[src/hw/rtl/cfv_pkg.sv]
// shared types, constants and register codes for the command frame validator
package cfv_pkg;

    localparam int unsigned MAX_PAYLOAD     = 255;
    localparam int unsigned HEADER_BYTES    = 5;
    localparam int unsigned MIN_FRAME_BYTES = 6;
    localparam int unsigned POS_W           = 9;
    localparam int unsigned POSITION_TOP    = (1 << POS_W) - 1;
    localparam int unsigned CFG_DATA_W      = 16;
    localparam int unsigned CFG_INDEX_W     = 2;

    localparam logic [15:0] PREAMBLE_RESET   = 16'h0000;
    localparam logic [7:0]  LEN_MIN_RESET    = 8'd3;
    localparam logic [7:0]  CMD_LIMIT_RESET  = 8'd8;
    localparam logic [7:0]  DOWNSTREAM_RESET = 8'd0;

    localparam logic [15:0] HEAD_HI_MASK = 16'hff00;
    localparam logic [15:0] HEAD_LO_MASK = 16'h00ff;

    typedef logic [POS_W-1:0] cfv_pos_t;

    typedef enum logic [CFG_INDEX_W-1:0] {
        REG_PREAMBLE   = 2'd0,
        REG_LEN_MIN    = 2'd1,
        REG_CMD_LIMIT  = 2'd2,
        REG_DOWNSTREAM = 2'd3
    } cfv_reg_idx_t;

    typedef struct packed {
        logic [15:0] expected_preamble;
        logic [7:0]  length_minimum;
        logic [7:0]  command_limit;
        logic [7:0]  downstream_code;
    } cfv_cfg_t;

    typedef struct packed {
        logic        frame_ok;
        logic [15:0] head_value;
        logic [7:0]  length_value;
        logic [7:0]  command_value;
        logic [7:0]  subcommand_value;
        logic [7:0]  payload_count;
    } cfv_result_t;

endpackage

[src/hw/rtl/command_frame_validator.sv]
// top level of the command frame validator
//
// Frame bytes enter on the input channel (in_valid, in_stall) with data_byte,
// frame_end marks the check byte that closes a frame. Each frame gives one
// result beat on the output channel (out_valid, out_stall): frame_ok, the
// captured header fields and the payload count.
// A byte is taken in every cycle with in_valid high and in_stall low; there
// is no idle time between frames. The final byte's result is registered into
// the output register, or parked in the skid entry while the output is held.
// The result register is backed by one skid entry. While the receiver
// stalls, the block keeps taking bytes; in_stall rises only when a second
// result is waiting in the skid entry, and falls the cycle after the output
// register drains.
// Configuration writes (cfg_wr_en, cfg_index, cfg_data) take effect at the
// next edge; the user must write only while no frame is in flight, which the
// block does not enforce. Reset clears the frame state and both result entries
// and loads register defaults; the first byte after reset starts a new frame.
module command_frame_validator (
    input  logic                             clk,
    input  logic                             rst_n,
    input  logic                             cfg_wr_en,
    input  logic [cfv_pkg::CFG_INDEX_W-1:0]  cfg_index,
    input  logic [cfv_pkg::CFG_DATA_W-1:0]   cfg_data,
    input  logic                             in_valid,
    output logic                             in_stall,
    input  logic [7:0]                       data_byte,
    input  logic                             frame_end,
    output logic                             out_valid,
    input  logic                             out_stall,
    output logic                             frame_ok,
    output logic [15:0]                      head_value,
    output logic [7:0]                       length_value,
    output logic [7:0]                       command_value,
    output logic [7:0]                       subcommand_value,
    output logic [7:0]                       payload_count
);

    cfv_pkg::cfv_cfg_t    cfg;
    cfv_pkg::cfv_result_t result;
    cfv_pkg::cfv_result_t out_reg,  out_next;
    cfv_pkg::cfv_result_t skid_reg, skid_next;
    logic                 out_valid_reg,  out_valid_next;
    logic                 skid_valid_reg, skid_valid_next;
    logic                 beat;
    logic                 res_valid;
    logic                 out_pop;

    cfv_cfg_regs u_cfg (
        .clk       (clk),
        .rst_n     (rst_n),
        .cfg_wr_en (cfg_wr_en),
        .cfg_index (cfg_index),
        .cfg_data  (cfg_data),
        .cfg       (cfg)
    );

    cfv_frame_track u_track (
        .clk       (clk),
        .rst_n     (rst_n),
        .beat      (beat),
        .data_byte (data_byte),
        .frame_end (frame_end),
        .cfg       (cfg),
        .result    (result)
    );

    assign in_stall  = skid_valid_reg;
    assign beat      = in_valid && !in_stall;
    assign res_valid = beat && frame_end;
    assign out_pop   = out_valid_reg && !out_stall;

    always_comb
    begin
        out_next        = out_reg;
        out_valid_next  = out_valid_reg;
        skid_next       = skid_reg;
        skid_valid_next = skid_valid_reg;
        if (!out_valid_reg || out_pop)
        begin
            if (skid_valid_reg)
            begin
                out_next        = skid_reg;
                out_valid_next  = 1'b1;
                skid_next       = result;
                skid_valid_next = res_valid;
            end
            else
            begin
                out_next       = result;
                out_valid_next = res_valid;
            end
        end
        else if (res_valid)
        begin
            // output held by the receiver, park the new result
            skid_next       = result;
            skid_valid_next = 1'b1;
        end
    end

    always_ff @(posedge clk or negedge rst_n)
    begin
        if (!rst_n)
        begin
            out_valid_reg  <= 1'b0;
            skid_valid_reg <= 1'b0;
        end
        else
        begin
            out_valid_reg  <= out_valid_next;
            skid_valid_reg <= skid_valid_next;
        end
    end

    always_ff @(posedge clk)
    begin
        out_reg  <= out_next;
        skid_reg <= skid_next;
    end

    assign out_valid        = out_valid_reg;
    assign frame_ok         = out_reg.frame_ok;
    assign head_value       = out_reg.head_value;
    assign length_value     = out_reg.length_value;
    assign command_value    = out_reg.command_value;
    assign subcommand_value = out_reg.subcommand_value;
    assign payload_count    = out_reg.payload_count;

    a_skid_behind_out: assert property (@(posedge clk) disable iff (!rst_n)
        skid_valid_reg |-> out_valid_reg)
        else $error("skid entry holds a result while output is empty");

    a_park_on_stall: assert property (@(posedge clk) disable iff (!rst_n)
        res_valid && out_valid_reg && out_stall |=> skid_valid_reg)
        else $error("result lost while output stalled");

    a_drain_empty: assert property (@(posedge clk) disable iff (!rst_n)
        out_pop && !skid_valid_reg && !res_valid |=> !out_valid_reg)
        else $error("output beat repeated after it was taken");

endmodule

[src/hw/rtl/cfv_cfg_regs.sv]
// configuration register bank for the command frame validator
module cfv_cfg_regs (
    input  logic                               clk,
    input  logic                               rst_n,
    input  logic                               cfg_wr_en,
    input  logic [cfv_pkg::CFG_INDEX_W-1:0]    cfg_index,
    input  logic [cfv_pkg::CFG_DATA_W-1:0]     cfg_data,
    output cfv_pkg::cfv_cfg_t                  cfg
);

    cfv_pkg::cfv_cfg_t cfg_reg;

    always_ff @(posedge clk or negedge rst_n)
    begin
        if (!rst_n)
        begin
            cfg_reg.expected_preamble <= cfv_pkg::PREAMBLE_RESET;
            cfg_reg.length_minimum    <= cfv_pkg::LEN_MIN_RESET;
            cfg_reg.command_limit     <= cfv_pkg::CMD_LIMIT_RESET;
            cfg_reg.downstream_code   <= cfv_pkg::DOWNSTREAM_RESET;
        end
        else if (cfg_wr_en)
        begin
            case (cfg_index)
                cfv_pkg::REG_PREAMBLE:   cfg_reg.expected_preamble <= cfg_data;
                cfv_pkg::REG_LEN_MIN:    cfg_reg.length_minimum    <= cfg_data[7:0];
                cfv_pkg::REG_CMD_LIMIT:  cfg_reg.command_limit     <= cfg_data[7:0];
                cfv_pkg::REG_DOWNSTREAM: cfg_reg.downstream_code   <= cfg_data[7:0];
                default: ;
            endcase
        end
    end

    assign cfg = cfg_reg;

endmodule

[src/hw/rtl/cfv_frame_track.sv]
// per-frame byte tracking, header capture and end-of-frame checks
module cfv_frame_track (
    input  logic                  clk,
    input  logic                  rst_n,
    input  logic                  beat,
    input  logic [7:0]            data_byte,
    input  logic                  frame_end,
    input  cfv_pkg::cfv_cfg_t     cfg,
    output cfv_pkg::cfv_result_t  result
);

    cfv_pkg::cfv_pos_t pos_reg,     pos_next;
    logic [7:0]        sum_reg,     sum_next;
    logic [15:0]       head_reg,    head_next;
    logic [7:0]        len_reg,     len_next;
    logic [7:0]        cmd_reg,     cmd_next;
    logic [7:0]        sub_reg,     sub_next;

    cfv_pkg::cfv_pos_t payload_wide;
    logic [7:0]        payload;
    logic              short_frame;
    logic              long_frame;
    logic [8:0]        len_expect;
    logic [7:0]        byte_total;
    logic              ok;

    // byte accumulation for non-final bytes, clear after the final one
    always_comb
    begin
        pos_next  = pos_reg;
        sum_next  = sum_reg;
        head_next = head_reg;
        len_next  = len_reg;
        cmd_next  = cmd_reg;
        sub_next  = sub_reg;
        if (beat)
        begin
            if (frame_end)
            begin
                pos_next  = '0;
                sum_next  = '0;
                head_next = '0;
                len_next  = '0;
                cmd_next  = '0;
                sub_next  = '0;
            end
            else
            begin
                case (pos_reg)
                    cfv_pkg::cfv_pos_t'(0): head_next = {data_byte, 8'h00}
                                                      & cfv_pkg::HEAD_HI_MASK;
                    cfv_pkg::cfv_pos_t'(1): head_next = (head_reg & cfv_pkg::HEAD_HI_MASK)
                                      | ({8'h00, data_byte} & cfv_pkg::HEAD_LO_MASK);
                    cfv_pkg::cfv_pos_t'(2): len_next  = data_byte;
                    cfv_pkg::cfv_pos_t'(3): cmd_next  = data_byte;
                    cfv_pkg::cfv_pos_t'(4): sub_next  = data_byte;
                    default: ;
                endcase
                sum_next = sum_reg + data_byte;
                if (pos_reg != cfv_pkg::cfv_pos_t'(cfv_pkg::POSITION_TOP))
                begin
                    pos_next = pos_reg + cfv_pkg::cfv_pos_t'(1);
                end
            end
        end
    end

    always_ff @(posedge clk or negedge rst_n)
    begin
        if (!rst_n)
        begin
            pos_reg  <= '0;
            sum_reg  <= '0;
            head_reg <= '0;
            len_reg  <= '0;
            cmd_reg  <= '0;
            sub_reg  <= '0;
        end
        else
        begin
            pos_reg  <= pos_next;
            sum_reg  <= sum_next;
            head_reg <= head_next;
            len_reg  <= len_next;
            cmd_reg  <= cmd_next;
            sub_reg  <= sub_next;
        end
    end

    // checks on the final byte, against the bytes stored so far
    always_comb
    begin
        short_frame  = pos_reg < cfv_pkg::cfv_pos_t'(cfv_pkg::MIN_FRAME_BYTES - 1);
        payload_wide = short_frame ? '0
                     : pos_reg - cfv_pkg::cfv_pos_t'(cfv_pkg::HEADER_BYTES);
        long_frame   = payload_wide > cfv_pkg::cfv_pos_t'(cfv_pkg::MAX_PAYLOAD);
        payload      = long_frame ? 8'(cfv_pkg::MAX_PAYLOAD) : payload_wide[7:0];
        len_expect   = {1'b0, payload} + {1'b0, cfg.length_minimum};
        // sum of all bytes including the check byte wraps to zero when valid
        byte_total   = sum_reg + data_byte;
        ok = !short_frame && !long_frame
           && (head_reg == cfg.expected_preamble)
           && (len_reg >= cfg.length_minimum)
           && ({1'b0, len_reg} == len_expect)
           && (cmd_reg < cfg.command_limit)
           && (sub_reg == cfg.downstream_code)
           && (byte_total == 8'h00);

        result.frame_ok         = ok;
        result.head_value       = head_reg;
        result.length_value     = len_reg;
        result.command_value    = cmd_reg;
        result.subcommand_value = sub_reg;
        result.payload_count    = payload;
    end

    a_clear_after_end: assert property (@(posedge clk) disable iff (!rst_n)
        beat && frame_end |=> pos_reg == '0 && sum_reg == '0)
        else $error("frame state not cleared after final byte");

    a_pos_advances: assert property (@(posedge clk) disable iff (!rst_n)
        beat && !frame_end && pos_reg != cfv_pkg::cfv_pos_t'(cfv_pkg::POSITION_TOP)
        |=> pos_reg == $past(pos_reg) + cfv_pkg::cfv_pos_t'(1))
        else $error("byte position did not advance");

    a_pos_holds_idle: assert property (@(posedge clk) disable iff (!rst_n)
        !beat |=> $stable(pos_reg) && $stable(sum_reg))
        else $error("frame state moved without a beat");

endmodule
[config.mk]
export PLATFORM = sky130hd
export DESIGN_NAME = command_frame_validator
export DESIGN_NICKNAME = d
export VERILOG_FILES = /design/src/hw/rtl/cfv_pkg.sv /design/src/hw/rtl/command_frame_validator.sv /design/src/hw/rtl/cfv_cfg_regs.sv /design/src/hw/rtl/cfv_frame_track.sv
export SDC_FILE = /design/constraint.sdc
export NUM_CORES = 1
export LEC_CHECK = 0
export ABC_AREA = 1
export ABC_CLOCK_PERIOD_IN_PS = 5800
export BUFFER_PORTS_ARGS = -buffer_cell sky130_fd_sc_hd__clkbuf_2
export CAP_MARGIN = 25
export CORE_AREA = 2 2 204 106
export CTS_CLUSTER_DIAMETER = 120
export DETAILED_ROUTE_END_ITERATION = 16
export DIE_AREA = 0 0 206 108
export PLACE_DENSITY_LB_ADDON = 0.08
export SYNTH_ARGS = -nofsm -noshare
export SYNTH_HDL_FRONTEND = slang
export SYNTH_SLANG_ARGS = --single-unit
[constraint.sdc]
create_clock -name clk -period 5.8 [get_ports clk]
set_input_delay 0.29 -clock clk [delete_from_list [all_inputs] [get_ports clk]]
set_output_delay 0.29 -clock clk [all_outputs]
set_load 0.02 [all_outputs]
# --- After elaboration in Yosys (flattened, before gate mapping) ---
# Cells that the tools add are included.
word_totals:
  ramBits: 0
  mem_count: 0
  output_inout_bits: 51
  inputBits: 32
  mem_bits_ro: 0
  ff_bits: 197
  wordCells: 101
  latchBits: 0
op_classes:
  n_eq_ne: 12
  mux: 21
  div: 0
  shifts: 0
  bitwise: 1
  order_cmp: 4
  mul: 0
  n_addsub: 4
  n_reduce_logical: 35
ops:
  columns: ["cell", "count"]
  rows:
  - ["$mux W49", 4]
  - ["$mux W8", 8]
  - ["$pmux W16 S2", 1]
  - ["$mux W9", 3]
  - ["$reduce_and A2 Y1", 10]
  - ["$eq A9 B2 Y1 const B", 2]
  - ["$eq A16 B16 Y1", 1]
  - ["$mux W16", 1]
  - ["$or A16 B8 Y16", 1]
  - ["$logic_and A1 B1 Y1", 10]
  - ["$reduce_bool A2 Y1", 5]
  - ["$add A8 B8 Y9", 1]
  - ["$add A9 B1 Y9 const B", 1]
  - ["$eq A8 B9 Y1", 1]
  - ["$eq A9 B1 Y1 const B", 1]
  - ["$eq A9 B3 Y1 const B", 1]
  - ["$gt A9 B8 Y1 const B", 1]
  - ["$logic_not A9 Y1", 1]
  - ["$lt A9 B3 Y1 const B", 1]
  - ["$ne A9 B9 Y1 const B", 1]
  - ["$sub A9 B3 Y9 const B", 1]
  - ["$add A8 B8 Y8", 1]
  - ["$eq A8 B8 Y1", 1]
  - ["$ge A8 B8 Y1", 1]
  - ["other kinds (10)", 18]

# --- Longest topological paths before layout ---
depth:
  ltp_word: 13
  mapped_depth: 24
  mapped_depth_nobuf: 24

# --- By module ---
# Synthesis repeated with hierarchy kept, for this count alone.
hier_totals:
  hier_cells: 1032
  area_unflattened_um2: 9605.5
by_module_without_submodules:
  columns: ["mod", "area_per_inst_um2", "instances", "cells_per_inst", "seq_area_each_um2"]
  rows:
  - ["cfv_frame_track", 4189.0, 1, 586, 1426.4]
  - ["command_frame_validator", 3716.1, 1, 268, 2992.9]
  - ["cfv_cfg_regs", 1700.4, 1, 178, 1004.7]

# --- Worst setup path before layout ---
# Ideal clock, no wire load.
synth_path:
  kind: "register to register"
  from: "reg out_valid_reg, in the netlist out_valid"
  to: "reg skid_reg[0] (netlist name) (enable)"
  required_ns: 5.277
  stages_incl_launch_ff: 3
  slack_ns: 0.020
  path_buffers: 0
  synth_period_minus_slack_ns: 5.780
  arrival_time_ns: 5.256
  setup_time_ns: 0.523
  cell_sequence: "dfrtp_1 > nand2_1 > o21ai_0"
synth_between:
  elab_chain_cells: 4
  elab_cells_between_ends: 6
  classes_between: "eq/ne (1); reduce/logical (5)"
synth_rtl:
  columns: ["item", "line_no", "rtl"]
  rows:
  - ["start: declaration", "command_frame_validator.sv:42", "logic out_valid_reg, out_valid_next;"]
  - ["start signal: assignment", "command_frame_validator.sv:110", "out_valid_reg <= out_valid_next;"]
  - ["$logic_not A1 Y1 / $logic_and A1 B1 Y1 (equally long branches)", "command_frame_validator.sv:78, command_frame_validator.sv:70", null]
  - ["$logic_or A1 B1 Y1 *", "command_frame_validator.sv:78", "if (!out_valid_reg || out_pop)"]
  - ["$ne A2 B2 Y1 (no source line) / $reduce_bool A2 Y1 (equally long branches)", null, null]
  - ["$reduce_and A2 Y1 (no source line) *", null, null]
  - ["end signal: assignment", "command_frame_validator.sv:118", "skid_reg <= skid_next;"]
  - ["end: declaration", "command_frame_validator.sv:41", "cfv_pkg::cfv_result_t skid_reg, skid_next;"]
# Every way passes the cells marked *; elsewhere a longest branch is shown, timed or not.
# A chain may end at the register's enable or synchronous reset.

==> results <==
- The instance count of the mapped netlist is 986.
- For this run, the top clock speed supported by timing is 294.3 MHz.
- After detailed routing, the average wire length per cell comes to 18.12 um.
- The data arrival time at the worst-slack endpoint is 3710 ps.
- For the final routed database, the setup TNS stands at 0 ps.
- The run finished with clean final reports.
- The initial utilization of the core area, before any placement, comes to 0.4653.
- The count of different cell masters after synthesis is 48.
- The worst-case headroom to the max-slew limit is 0.3928.
- The netlist area before placement is about 9400 um^2.
- The worst setup path is launched from a register.
- The number of hold-slack violations in the final timing report is 0.
- The clock transition at the registers of the reported paths is 70 ps.
- The flip-flop and latch count after synthesis is 197.
- The placer congestion estimate is 0.9376.
- In the finished design, the share of the clock period the worst path needs comes to 0.5858.
- Summed over all nets, the half-perimeter wirelength after detailed placement is 18.30 mm.
- Of the cells placed in the final design, the portion with a size suffix greater than 1 is 0.1492.
- Prior to clock tree synthesis, the placed netlist has a worst setup slack of 2456 ps.
- The area growth from synthesis to layout is 14.12%.
- The number of global-route vias before repair is 6680.
- Of the post-synthesis cell area, the dominant cell type holds 0.3119.
- The number of nets handed over by synthesis was 1055.
- In this run the remaining antenna-violating nets after routing total 0.
- The number of buffers inserted by port buffering is 82.
- Data on the critical path is required at its endpoint by 6110 ps.
- In the post-synthesis netlist, the biggest area contributors are sky130_fd_sc_hd__edfxtp_1, sky130_fd_sc_hd__dfrtp_1, sky130_fd_sc_hd__nand2_1, sky130_fd_sc_hd__o21ai_0, sky130_fd_sc_hd__ha_1.
- The final worst-path setup slack is 2402 ps.
- The kind of critical path is register to register.
- The routed layout has 7102 vias.
- The most frequent standard cell in the layout excluding fill and tap cells is sky130_fd_sc_hd__nand2_1.
- VDD sags by at most 207.9 uV.
- The pin count of the biggest net entering global routing is a little over 70.
- The overflow left after global routing is 0.
- At the end of the flow the core is filled with cells to 0.5310.
- At the pin with the least slew margin, the transition time is between 900 and 1000 ps.
- Leaving out fill and tap cells, the most frequent cells in the layout are sky130_fd_sc_hd__nand2_1, sky130_fd_sc_hd__inv_1, sky130_fd_sc_hd__o21ai_0, sky130_fd_sc_hd__edfxtp_1, sky130_fd_sc_hd__dfrtp_1.
- CTS saw 197 sinks.
- Clock tree synthesis selected as its root buffer the cell sky130_fd_sc_hd__clkbuf_16.
- The critical hold path startpoint is cfg_data[11].
- The clock tree buffer depth is 2.
- The biggest area consumer among synthesized cells is sky130_fd_sc_hd__edfxtp_1.
- The critical path starts at u_track.pos_reg[0].
- The number of flip-flops under the largest register name is 49.
- The floorplan step set the die width to about 200 um.
- For this run, the total global-route usage over all layers was measured as 0.2350.
- The clock latency on the worst-skew pair is about 450 ps.
- The worst clock skew is 12.92 ps.
- Along the worst path, the maximum fanout reaches 9.
- The region available for standard cell placement spans approximately 20000 um^2.
- Using the TritonRoute via totals, the vias-per-cell ratio works out to between 5 and 6.
- Setup repair after global routing left no endpoint under its margin.
- The first global-routing pass estimated 38.19 mm of wire.
- Summed over all layers, the routed wires come to 24.62 mm.
- The number of antenna violations at the first check in global routing is 0.
- The setup slack of the worst register-to-register path is around 2400 ps.
- The CTS tree is built.
- The count of inserted antenna diode cells is 0.
- The number of H-tree branching levels is 4.
- The number of CTS-inserted buffers is 17.
- During I/O placement, the number of pins put on the boundary was 83.
- The overall power after layout is 4113 uW.
- The minimum clock period is about 3400 ps.
- For this run, the detailed router's first-pass iteration total came to 6.
- Of the synthesized area, sequential elements account for 0.5749.
- The final number of max-transition violations is 0.
- For this run, the post-layout net count is ~1100.
- After the flow finishes, the layout carries non-filler instances totaling 1359.
- For this run, design rule violations remaining after detail routing come to 0.
- The number of cells in the design after placement is 1323.
- The power per unit of standard cell area is 381.9 nW/um^2.
- In this run the critical register-to-register path is launched from u_track.pos_reg[0].
- For this block, the initial DRC count from the detailed router was 598.
- The nature of the critical path endpoint is a register.
- The height of the chip is 108 um.
- The max-cap check violation count is 0.
- The post-cts resize count is 0.
- The synthesized area per cell is ~9.6 um^2.
- The total setup violations reported at the end of the flow is 0.
- The floorplan has 37 rows.
- In this run the worst hold path is classified as primary input to register.
- The die outline area is 22250 um^2.
- In this run the static leakage power is 0.005020 uW.
- For this run, the number of Yosys warnings is 0.
## cell type report
cell class	instances	area [um^2]
Clock buffer	18	439.2
Fill cell	1841	9509
Sequential cell	197	5425
Multi-Input combinational cell	646	3458
Tap cell	273	341.6
Inverter	120	457.9
Clock inverter	14	150.1
Timing Repair Buffer	91	495.5
## logic make-up after synthesis
family,count (synthesis),synth area share
and+or+nand+nor,409,0.1827
DFF,197,0.5749
AOI/OAI and AO/OA,160,0.09124
buffers and inverters,143,0.06007
adders and majority gates,37,0.05066
xor gates and xnor gates,33,0.03209
muxes,7,0.008355
## metrics by stage
stage          cell area [um^2]  hold slack, ps
2_1_floorplan              9435          -5.591
5_1_grt                   10770           49.80
4_1_cts                   10730           59.50
3_5_place_dp              10130           319.3
6_report                  10770           71.17
3_3_place_gp              10130           312.4
## worst paths after layout
path	endpoint	cells after the start
setup / recovery	skid_reg[48]	22
hold / removal	u_cfg.cfg[35]	2
setup reg to reg	skid_reg[48]	22
hold reg to reg	skid_reg[9]	0
max in group asynchronous	u_cfg.cfg[34]	3
min in group asynchronous	u_track.sum_reg[6]	2
## per-layer routing
layer / global-route usage / wire length, um / up-vias
li1: - / - / 3444
met1: 0.3568 / 12260 / 3433
met2: 0.3375 / 10320 / 209
met3: 0.05877 / 1796 / 16
met4: 0.05459 / 251 / 0
met5: 0 / 0 / -
## where the power goes
group | internal (uW) | switching [uW]
registers | 1720 | 148
clock network | 616 | 572
logic | 359 | 699
## critical path, cell delays in order (launching register included)
cell and delay (ps):
sky130_fd_sc_hd__dfrtp_1 420, sky130_fd_sc_hd__inv_1 190, sky130_fd_sc_hd__ha_1 260, sky130_fd_sc_hd__nor2_2 70
sky130_fd_sc_hd__nor2_2 130, sky130_fd_sc_hd__nand2_1 70, sky130_fd_sc_hd__nand2_1 70, sky130_fd_sc_hd__nand2_2 60
sky130_fd_sc_hd__nor2_1 110, sky130_fd_sc_hd__inv_2 80, sky130_fd_sc_hd__nand2_1 120, sky130_fd_sc_hd__ha_1 190
sky130_fd_sc_hd__inv_1 60, sky130_fd_sc_hd__fa_1 400, sky130_fd_sc_hd__xnor2_1 210, sky130_fd_sc_hd__inv_1 60
sky130_fd_sc_hd__nand2_1 80, sky130_fd_sc_hd__nand4_1 80, sky130_fd_sc_hd__nor2_1 100, sky130_fd_sc_hd__nand4_1 80
sky130_fd_sc_hd__nor3_1 200, sky130_fd_sc_hd__nand4_1 110, sky130_fd_sc_hd__nor2_1 100
## synthesized netlist by cell type (all sizes together)
master    n
o21a      2
nand3b    2
a21oi    26
o31ai     1
a221oi    1
nor4      3
edfxtp   98
o211ai    2
clkbuf   16
nand3    30
buf       7
nor2     53
nand4    19
o22ai     7
a32o      1
and3      1
o21ai   114
nand2   285
inv     119
or2       1
clkinv    1
xor2      9
dfrtp    96
dfstp     3
nor3     14
mux2      7
nor3b     1
o21bai    1
xnor2    23
ha       35
fa        2
xnor3     1
a31oi     3
a21o      2
## timing repair
| action | 4_1_cts | 5_1_grt |
|---|---|---|
| hold buffers | 1 | 0 |
| setup buffers | 0 | 0 |
| hold endpoints to repair | 41 | 0 |
(Power assumes the default switching activity.)
